--- config.mk ---
export PLATFORM = sky130hd
export DESIGN_NAME = cpt_delay
export DESIGN_NICKNAME = d
export VERILOG_FILES = /design/src/rtl/cpt_delay.sv
export SDC_FILE = /design/constraint.sdc
export NUM_CORES = 1
export LEC_CHECK = 0
export ABC_AREA = 0
export BUFFER_PORTS_ARGS = -buffer_cell sky130_fd_sc_hd__buf_4
export CAP_MARGIN = 20
export CORE_AREA = 2 2 39 41
export DETAILED_ROUTE_END_ITERATION = 16
export DIE_AREA = 0 0 41 43
export MAX_ROUTING_LAYER = met4
export SLEW_MARGIN = 20
export SYNTH_ARGS = -nofsm -noshare
export SYNTH_HDL_FRONTEND = slang
export SYNTH_SLANG_ARGS = --single-unit
--- constraint.sdc ---
create_clock -name clk -period 0.8 [get_ports clk]
set_clock_uncertainty 0.1 [all_clocks]
set_input_delay 0.04 -clock clk [delete_from_list [all_inputs] [get_ports clk]]
set_output_delay 0.04 -clock clk [all_outputs]
set_load 0.01 [all_outputs]
--- src/rtl/cpt_delay.sv ---
// Delay line with a reset valid bit travelling beside its payload.
module cpt_delay #(
  parameter int W = 8,
  parameter int N = 2
) (
  input  logic         clk,
  input  logic         rst_n,
  input  logic         vld_in,
  input  logic [W-1:0] dat_in,
  output logic         vld_out,
  output logic [W-1:0] dat_out
);

  logic         vld_r [N];
  logic [W-1:0] dat_r [N];

  // Advance valid bits, cleared by reset
  always_ff @(posedge clk) begin
    if (!rst_n) begin
      for (int i = 0; i < N; i++) vld_r[i] <= 1'b0;
    end else begin
      vld_r[0] <= vld_in;
      for (int i = 1; i < N; i++) vld_r[i] <= vld_r[i-1];
    end
  end

  // Advance payload
  always_ff @(posedge clk) begin
    dat_r[0] <= dat_in;
    for (int i = 1; i < N; i++) dat_r[i] <= dat_r[i-1];
  end

  assign vld_out = vld_r[N-1];
  assign dat_out = dat_r[N-1];

endmodule

# Yosys cells after proc, flatten, opt, wreduce, memory -nomap -nowiden
# Memory sizes are Yosys's and may differ from the RTL's.
# Cells that the tools add are included.
# word_totals
latch_bits,0
mem_bits_rw,18
regBits,0
out_inout_bits,9
memories,2
in_bits,11
elab_cells,8
rom_bits,0
# memory_table
name,depth,width,read_ports,rd_ports_with_merged_regs,write_ports,line_no,text
dat_r,2,8,2,0,2,15,logic [W-1:0] dat_r [N];
vld_r,2,1,2,0,2,14,logic vld_r [N];
# op_classes
mux,4
n_eq_ne,0
order_cmp,0
n_addsub,0
reduce_logical,0
div,0
multipliers,0
n_bitwise,2
n_shift,0
# op_table
op,n
$mux W1,4
$or A1 B1 Y1,2

# Depth between registers and ports, before layout
# depth
word_depth,2
ltp_mapped,1
ltp_nobuf,1

# Worst setup path after synthesis
# No wires, ideal clock.
# synth_path
kind,register to register
from,memory vld_r[0][0]
to,"memory vld_r[1][0], in the netlist vld_r[0][1]"
path_buffers,0
setup_time_ns,0.115
required_ns,0.585
arrival_time_ns,0.401
stages_incl_launch_ff,2
period_less_slack_ns,0.616
path_slack_ns,0.184
cell_sequence,dfxtp_1 and2_1
# synth_rtl
element,line_no
from (decl),14

==> impl_metrics.json <==
{
  "status": "complete, but fails checks",
  "failed_checks": "negative setup slack",
  "wirelength_um": 512,
  "worstHoldPathCells": 0,
  "wl_met2_um": 271,
  "rsz0062_at_grt": "true",
  "grt_pass1_wl_um": 834,
  "finalSetupViolCount": 9,
  "antenna_found_initial": 0,
  "cts_buffers": 3,
  "nets": 65,
  "slew_headroom_pct": 94.1,
  "vias_per_cell": 3.35,
  "clock_sinks": 18,
  "design_area_um2": 717,
  "cp-start-kind": "register",
  "top_layer_used": "met4",
  "vias": 231,
  "grt_max_degree": 11,
  "ff_latch_area_um2": 372,
  "drcViolationCount": 0,
  "row_count": 14,
  "antennaDiodeCount": 0,
  "wl_met1_um": 181,
  "yosysSeqAreaShare_pct": 83.2,
  "fp.coreArea_um2": 1380,
  "grt_overflow": 0,
  "worstPathRequired_ns": 0.66,
  "antenna_left": 0,
  "cap_viol_max_count": 0,
  "ys_ff_latch": 18,
  "path_max_fanout": 1,
  "hold_viol_final": 0,
  "grt_pass1_vias": 218,
  "min_period_over_period_pct": 107,
  "area_delta_synth_final_pct": 65.6,
  "dr.pass1.iters": 2,
  "period_needed_ns": 0.853,
  "cp_num_cells": 1,
  "crit_start": "vld_r[0][1]$_SDFF_PN0_",
  "end_kind": "output pin",
  "final_layout_size_suffix_gt1_share_pct": 60.4,
  "drtIter0Drc": 1,
  "slowest_stage": "dfxtp_2",
  "grt_util_all_layers_pct": 7.92,
  "path_delay_family": "flip-flops",
  "pin_count": 20,
  "cts_tree": "done",
  "cp_cell_sequence": "buf_6",
  "p_total_mw": 1.61,
  "power_density_nw_per_um2": 2250,
  "clk_pin_slew_worst_paths_ns": 0.09,
  "synth_area_um2": 433,
  "clockBufferDepth": 2,
  "ys_warn_count": 0,
  "peakVddDrop_mv": 1.11,
  "syn_nets": 39,
  "timing.rr.end": "vld_r[0][1]$_SDFF_PN0_",
  "hold_end": "dat_r[0][14]$_DFF_P_",
  "routedWlPerCell_um": 7.42,
  "cts_setup_buffers": 0,
  "hold_slack_ns": 0.230,
  "gp_congestion": 0.615,
  "die_y_um": 43,
  "hp-class": "reg -> reg",
  "slew_viol_final": 0,
  "synth_cell_type_count": 3,
  "die_w_um": 41,
  "syn_avg_cell_area_um2": 15.5,
  "worstSkewPairLatency_ns": 0.27,
  "max_stage_delay_ns": 0.33,
  "multi_input_area_um2": 12.5,
  "placed_area_um2": 536,
  "crit_type": "reg -> out",
  "clockRootBuffer": "clkbuf_4",
  "fill_cells": 130,
  "htreeDepth": 1,
  "io_buffer_count": 19,
  "die_area_um2": 1760,
  "r2r_start": "vld_r[0][0]$_SDFF_PN0_",
  "worstPathArrival_ns": 0.71,
  "reg2reg_slack_ns": 0.16,
  "path_buf_inv": 1,
  "min_from": "dat_r[0][6]$_DFF_P_",
  "wl_met3_um": 55,
  "rr_worst_depth": 1,
  "leakage_nw": 0.323,
  "worst_pin_slew_ns": 0.0892,
  "layout_setup_ws_ns": -0.0530,
  "netlist_instances": 28,
  "setup_tns_ns": -0.421,
  "initial_utilization_pct": 31.3,
  "fmax_ghz": 1.17
}
## metal layers
metal	global-route usage (%)	vias up
met2	9.38	10
met5	-	-
met1	9.40	93
met3	3.14	2
met4	8.00	0
li1	-	126
## Yosys cell counts, drive strengths merged
| master | n | area, um^2 |
|---|---|---|
| and2 | 2 | 12.5 |
| buf | 8 | 60.1 |
| dfxtp | 18 | 360 |
## cell usage in the layout, fill, tap and decap left out
cell type	netlist	routed
and2_1	2	2
buf_4	8	10
buf_6	0	9
clkbuf_4	0	3
clkbuf_8	0	1
dfxtp_1	18	9
dfxtp_2	0	9
dlygate4sd3_1	0	10
## power by group
part | internal, mW | total (mW) | switching, mW
Sequential | 0.947 | 0.962 | 0.0142
Combinational | 0.105 | 0.137 | 0.0322
Clock | 0.276 | 0.512 | 0.236
## area by class of cell
type                            count  area share [%]
Clock buffer                        4            5.06
Multi-Input combinational cell      2            1.75
Sequential cell                    18            51.8
Tap cell                           16            2.79
Timing Repair Buffer               29            38.6
## metrics by stage
step / setup WS, ns / util (%) / cells
floorplan: 0.184 / - / 28
global placement: 0.181 / 38.7 / 55
detailed placement: 0.175 / 38.7 / 55
CTS: -0.0638 / 51.2 / 69
global route: -0.0921 / 51.8 / 69
finish: -0.0530 / 51.8 / 69
## sequential cells by signal (all words and copies together) (netlist names)
signal and cells:
dat_r 16, vld_r 2
## worst max-delay path by stage
| stage | to |
|---|---|
| 3_3_place_gp | vld_r[0][1]$_SDFF_PN0_ |
| 3_5_place_dp | vld_r[0][1]$_SDFF_PN0_ |
| 5_1_grt | vld_out |
| 4_1_cts | dat_out[6] |
| 6_report | vld_out |
| 2_1_floorplan | vld_r[0][1]$_SDFF_PN0_ |
## timing repair
action                                  in CTS  in global routing
hold endpoints to repair                    10                  0
hold buffers                                10                  0
cloned                                       0                  0
endpoints found under the setup margin       9                  9
pin swaps                                    0                  0
resized for setup                           11                  7
## logic make-up after synthesis
family	after synthesis	synth area share, %
buffers and inverters	8	13.9
flip-flops	18	83.2
AND/OR/NAND/NOR	2	2.89
Power figures use the tool's default switching activity.
