File: src/rtl/cpt_pkg.sv
// Shared constants and region codes for the closest-point-on-triangle block.
package cpt_pkg;

  // Default coordinate format: signed Q16.16
  localparam int COORD_BITS    = 32;
  localparam int FRACTION_BITS = 16;

  // Region code of a result beat
  typedef enum logic [2:0] {
    REG_INTERIOR = 3'd0,
    REG_CORNER_A = 3'd1,
    REG_CORNER_C = 3'd2,
    REG_EDGE_AC  = 3'd3,
    REG_CORNER_B = 3'd4,
    REG_EDGE_AB  = 3'd5,
    REG_EDGE_BC  = 3'd6
  } region_t;

endpackage

File: src/rtl/cpt_comb.sv
// Two-stage point update: base + round(qa*ra + qb*rb), saturated.
module cpt_comb #(
  parameter int C = cpt_pkg::COORD_BITS,
  parameter int F = cpt_pkg::FRACTION_BITS
) (
  input  logic                clk,
  input  logic signed [C-1:0] base,
  input  logic signed [F+2:0] qa,
  input  logic signed [C:0]   ra,
  input  logic signed [F+2:0] qb,
  input  logic signed [C:0]   rb,
  output logic signed [C-1:0] img
);

  localparam int PW = F + 3 + C + 1;
  localparam int SW = PW + 1;
  localparam int TW = SW - F;
  localparam int YW = TW + 1;
  localparam logic signed [SW-1:0] HALF = {{(SW-F){1'b0}}, 1'b1, {(F-1){1'b0}}};
  localparam logic signed [YW-1:0] MAXV = {{(YW-C+1){1'b0}}, {(C-1){1'b1}}};
  localparam logic signed [YW-1:0] MINV = {{(YW-C+1){1'b1}}, {(C-1){1'b0}}};

  logic signed [PW-1:0] pa_r, pb_r;
  logic signed [C-1:0]  base_r, img_r;
  logic signed [SW-1:0] sum;
  logic signed [YW-1:0] y;

  // Register the two products
  always_ff @(posedge clk) begin
    pa_r   <= qa * ra;
    pb_r   <= qb * rb;
    base_r <= base;
  end

  // Round to nearest, add the base corner, saturate
  assign sum = SW'(pa_r) + SW'(pb_r) + HALF;
  assign y   = YW'(base_r) + YW'(sum >>> F);

  always_ff @(posedge clk) begin
    priority if (y > MAXV) img_r <= MAXV[C-1:0];
    else if (y < MINV)     img_r <= MINV[C-1:0];
    else                   img_r <= y[C-1:0];
  end

  assign img = img_r;

endmodule

File: config.mk
export PLATFORM = sky130hd
export DESIGN_NAME = cpt_comb
export DESIGN_NICKNAME = d
export VERILOG_FILES = /design/src/rtl/cpt_pkg.sv /design/src/rtl/cpt_comb.sv
export SDC_FILE = /design/constraint.sdc
export NUM_CORES = 2
export LEC_CHECK = 0
export BUFFER_PORTS_ARGS = -buffer_cell sky130_fd_sc_hd__buf_4
export CORE_ASPECT_RATIO = 0.6
export CORE_MARGIN = 4
export CORE_UTILIZATION = 60
export CTS_CLUSTER_SIZE = 8
export DETAILED_ROUTE_END_ITERATION = 8
export GPL_ROUTABILITY_DRIVEN = 0
export PLACE_DENSITY = 0.77
export RECOVER_POWER = 25
export SLEW_MARGIN = 30
export SYNTH_ARGS = -nofsm -noshare
export SYNTH_HDL_FRONTEND = slang
export SYNTH_SLANG_ARGS = --single-unit
File: constraint.sdc
create_clock -name clk -period 9.93 [get_ports clk]
set_input_delay 1.986 -clock clk [delete_from_list [all_inputs] [get_ports clk]]
set_output_delay 1.986 -clock clk [all_outputs]
set_load 0.03 [all_outputs]
# Word-level counts from Yosys, hierarchy flattened
# Index checks and enable logic that the tools add are counted.
dict set report totals {
  mem_count 0
  in_bits 137
  ramBits 0
  ff_bits 168
  latch_bits 0
  mem_bits_ro 0
}
dict set report classes {
  muxes 1
  n_div 0
  n_mul 2
  add_sub_neg 3
  n_eq_ne 0
  shifts 0
  bitwise 0
  n_reduce_logical 0
  magnitude_cmp 2
}
# op n
set ops {}
lappend ops {{19-bit by 33-bit multiplier with 52-bit output} 2}
lappend ops {{52-bit by 52-bit adder with 53-bit output} 1}
lappend ops {{53-bit by 17-bit adder with 53-bit output (second input constant)} 1}
lappend ops {{32-bit by 37-bit adder with 38-bit output} 1}
lappend ops {{38-bit by 32-bit greater-than comparator with 1-bit output (second input constant)} 1}
lappend ops {{38-bit by 32-bit < comparator with 1-bit output (second input constant)} 1}
lappend ops {{32-bit two-way mux} 1}

# Logic depth before layout (Yosys ltp)
dict set report depth {
  word_depth 5
  mapped_depth 28
  mapped_depth_nobuf 26
}

# Least setup slack after synthesis
# OpenSTA, ideal clock, no wires.
dict set report synth_path {
  kind {input to register}
  start {input rb[13]}
  end {register pb_r[51]}
  stages 27
  t_required_ns 9.867
  arrival_ns 8.447
  path_slack_ns 1.420
  path_buffers 3
  setup_ns 0.063
  path_cell_list {clkbuf_1 clkbuf_1 nand2_1 fa_1 inv_1 fa_1 inv_1 fa_1 inv_1 fa_1 fa_1 inv_1 fa_1 inv_1 ha_1 ha_1 clkbuf_1 a21o_1 a21o_1 a211oi_1 a2111oi_0 nand2b_1 o21ai_1 o22a_1 a21oi_1 or4_1 nand3_1}
}
dict set report synth_via {
  elab_chain_cells 1
}
# element line_no
set synth_rtl {}
lappend synth_rtl {{start: declaration} cpt_comb.sv:11} ;# input logic signed [C:0] rb,
lappend synth_rtl {{19-bit by 33-bit multiplier with 52-bit output} cpt_comb.sv:31} ;# pb_r <= qb * rb;
lappend synth_rtl {{end signal: assignment} cpt_comb.sv:31}
lappend synth_rtl {{end: declaration} cpt_comb.sv:23} ;# logic signed [PW-1:0] pa_r, pb_r;
# Every way passes these cells.
# A chain may end at the register's enable or synchronous reset.

# Worst setup path after layout
dict set report layout_path {
  start {input qb[1]}
  end {register pb_r[50]}
}
dict set report layout_via {
  elab_chain_cells 1
}
# element line_no
set layout_rtl {}
lappend layout_rtl {{start: declaration} cpt_comb.sv:10} ;# input logic signed [F+2:0] qb,
lappend layout_rtl {{19-bit by 33-bit multiplier with 52-bit output} cpt_comb.sv:31}
# Every way passes these cells.

==> results.md <==
Yosys:
- The per-instance average area after synthesis is 9.17 um2.
- The post-synth net total is 7,368.
- Synthesis produced 5,594 cells.
- The unique cell type count in the Yosys netlist is 80.
- The number of synthesized register bits is 168.
- In this run, synthesis inferred 0 flip-flops with an integrated enable.
- The part of the Yosys area used for sequential elements is 0.0655.
- The count of synthesis-stage warnings from yosys is 0.
- The post-synth design cell area is 0.0513 mm2.
- The async set or reset register ratio after synthesis is 0.
- In the synthesized netlist the dominant register cell turns out to be dfxtp_1.

Clock tree:
- The TritonCTS sink count is 168.
- The hold buffer count at cts is 0.
- The number of setup buffers added after CTS is 0.
- The clock reaches the later pin of the worst-skew pair after 510 ps.
- The CTS tree is yes.
- The H-tree was split into 4 levels.
- The post-CTS clock slew at the launch and capture registers of the worst setup and hold paths is 70 ps.
- The master cell of the clock root buffer is clkbuf_16.
- The clock buffer count from CTS is 25.
- The post-CTS resize count is 0.
- The worst-case clock buffer depth is 3.

Global route:
- Entering global routing, the biggest net connects 34 pins.
- The via count of the first global-routing pass is 40,177.
- The residual overflow from global routing is 0.
- The first-pass GRT wire length is 212,000 um.
- The global routing usage summed across all routing layers is 0.298.
- The initial antenna violation count came to 2.

Floorplanning:
- The boundary pin count is 169.
- The region available for standard cell placement spans 0.0841 mm2.
- The die covers 0.0904 mm2.
- The row count is 82.
- The chip height is 235 um.
- The starting utilization of the core area is 0.610.
- The die is 386 um wide.

Worst setup path:
- The worst setup path category is primary input to flip-flop.
- STA classifies the critical path endpoint as a flip-flop.
- The reg-to-reg critical path startpoint is pa_r[10].
- The launching element of the worst setup path is qb[1].
- The register-to-register setup slack is 2980 ps.
- The data arrival time of the critical path is 9280 ps.
- The endpoint of the lowest-slack register-to-register path is img[30].
- The peak fanout along the critical path is 33.
- STA classifies the critical path startpoint as a primary input.
- The path depth of the worst reg2reg path is 22.
- For the worst setup path, the data required time is 10,370 ps.

Status:
- The final reports fail on max-capacitance violations, max-slew violations.
- The flow ran to the end, but the final reports show violations.

Route:
- Summing over every cut layer, the via total after detailed routing is 37,525.
- The number of detailed-route iterations in the first pass is 5.
- After detailed routing, the average wire length per cell comes to 19.2 um.
- The routed wire length is 128,000 um.
- The detailed router finished its first iteration with 3,163 violations.
- The final antenna-violating net count is 0.
- The via count normalized by instance count is 5.63.
- In the routed design, unresolved DRC markers number 0.

STA:
- Timing would allow up to 113 MHz.
- Setup repair after global routing left no endpoint under its margin.
- Setup violations remaining at the end of the flow were counted as 0.
- The share of the cycle needed by the critical path after routing is 0.891.
- The clock period minus final worst setup slack is 8850 ps.
- The clock tree skew after final layout is 23.9 ps.
- The final-report hold violation count is 0.
- Measured against its own limit, the worst slew margin works out to -0.153.
- The final number of max-transition violations was 68.
- At the pin with the least slew margin, the transition time is 1730 ps.
- The summed negative setup slack over all endpoints is 0 ps.

Layout:
- For this run, the post-layout net count is 7,303.
- The fill cell instance count of the final layout is 6,992.
- The area added between synthesis and finish is 4.62%.
- The fraction of layout instances using a drive strength above 1 is 0.0428.
- The area of all placed cells without fillers is 0.0537 mm2.

Flow run:
- The number of maximum-capacitance constraint violations is 2.

Place:
- The number of I/O port buffers is 168.
- The half-perimeter wire length after detailed placement is 104,000 um.
- The placed instances occupy a cell area of 0.0530 mm2.

Hold path:
- The class of the worst hold path is flip-flop to flip-flop.
- Counting instances, the worst hold path has a depth of 3.
- For hold timing, the worst endpoint is img[1].
- The critical hold path startpoint is base_r[1].
routing by layer:
layer | vias to the layer above | share of wire | routed length [um] | global-route usage
met3 | 260 | 0.095 | 12200 | 0.0668
met5 | - | 0.00027 | 34 | 0
met4 | 4 | 0.026 | 3370 | 0.0733
met1 | 19013 | 0.43 | 55600 | 0.440
li1 | 16558 | - | - | -
met2 | 1690 | 0.44 | 56700 | 0.451
Yosys cell counts (23+ instances only):
| library cell | n | area share |
|---|---|---|
| a21o_1 | 106 | 0.016 |
| a21oi_1 | 160 | 0.016 |
| and2_1 | 446 | 0.054 |
| clkbuf_1 | 260 | 0.019 |
| dfxtp_1 | 168 | 0.066 |
| fa_1 | 1215 | 0.47 |
| ha_1 | 422 | 0.10 |
| inv_1 | 1204 | 0.088 |
| nand2_1 | 848 | 0.062 |
| nand2b_1 | 55 | 0.0067 |
| nand3_1 | 31 | 0.0030 |
| nor2_1 | 107 | 0.0078 |
| o21a_1 | 23 | 0.0034 |
| o21ai_0 | 72 | 0.0070 |
| xnor2_1 | 110 | 0.019 |
| xor2_1 | 63 | 0.011 |
worst max-delay path, cell delays in order:
cell and delay (ps):
buf_4 340, nand2_1 140, fa_1 550, inv_1 50, fa_1 500, inv_1 50
fa_1 470, inv_1 60, fa_1 510, inv_1 60, fa_1 530, inv_1 60
fa_1 450, ha_1 290, ha_1 340, nand3_1 170, o221ai_1 330, a211oi_1 190
a2111oi_0 540, buf_4 190, nor2_1 120, o31ai_1 440, o21a_1 270, nand3_1 170
a32oi_1 260, xor2_1 180
area by class of cell:
type | instances | area [um2] | share of cell area
Multi-Input combinational cell | 3956 | 42400 | 0.790
Inverter | 1204 | 4520 | 0.0842
Sequential cell | 168 | 3360 | 0.0626
Tap cell | 1134 | 1420 | 0.0264
Timing Repair Buffer | 174 | 1230 | 0.0229
Clock buffer | 28 | 657 | 0.0122
Clock inverter | 3 | 68.8 | 0.00128
Antenna cell | 1 | 2.50 | 0.0000466
worst max path at each step:
stage / to / slack (ps)
2_1_floorplan: pb_r[51] / 1420
6_report: pb_r[50] / 1080
3_3_place_gp: pb_r[51] / 730
5_1_grt: pb_r[50] / 780
4_1_cts: pb_r[51] / 1140
3_5_place_dp: pb_r[51] / 610
cells by family (layout without fill, tap and decap cells):
logic type,after synthesis,count (layout),share of synthesized area
AO/OA/AOI/OAI,539,539,0.0708
XOR/XNOR,175,175,0.0302
adder cells (fa/ha/maj),1637,1637,0.577
buffers and inverters,1470,1409,0.108
flip-flops,168,168,0.0655
multiplexers,1,1,0.000219
other,0,1,0
AND/OR/NAND/NOR,1604,1604,0.148
sequential cells by signal, indices dropped and copies added (netlist names):
name and flops:
base_r 32, pa_r 52, pb_r 52, img 32
metrics by stage:
step | setup WS [ps] | hold WS (ps) | util | instances
final | 1080 | 699 | 0.638 | 6668
after global routing | 778 | 742 | 0.638 | 6667
after CTS | 1140 | 701 | 0.639 | 6667
after detailed placement | 606 | 691 | 0.630 | 6636
after global placement | 733 | 691 | 0.630 | 6636
after floorplan | 1420 | 580 | - | 5594
cell usage in the layout (no fill, tap or decap), drive strengths merged, types with 5 or more instances in the layout:
cell | Yosys | final
o21a | 23 | 23
nor3 | 20 | 20
o21ai | 95 | 95
or3 | 5 | 5
xor2 | 64 | 64
ha | 422 | 422
a221o | 6 | 6
nand3 | 32 | 32
or2 | 5 | 5
a21o | 106 | 106
nand3b | 5 | 5
and2 | 446 | 446
o21bai | 18 | 18
a31oi | 13 | 13
nor2 | 109 | 109
nand2 | 848 | 848
a2111oi | 5 | 5
a41o | 6 | 6
a21oi | 171 | 171
a211oi | 23 | 23
dfxtp | 168 | 168
xnor2 | 111 | 111
nor4 | 9 | 9
nand4 | 22 | 22
o221ai | 5 | 5
o31ai | 8 | 8
fa | 1215 | 1215
inv | 1204 | 1205
clkbuf | 260 | 74
and3 | 19 | 19
nand2b | 55 | 55
o211ai | 11 | 11
buf | 6 | 128
nor2b | 20 | 20
Power is left out: the tool's default activity adds up to more than one toggle a clock period on the data nets, which glitch-free logic cannot reach.
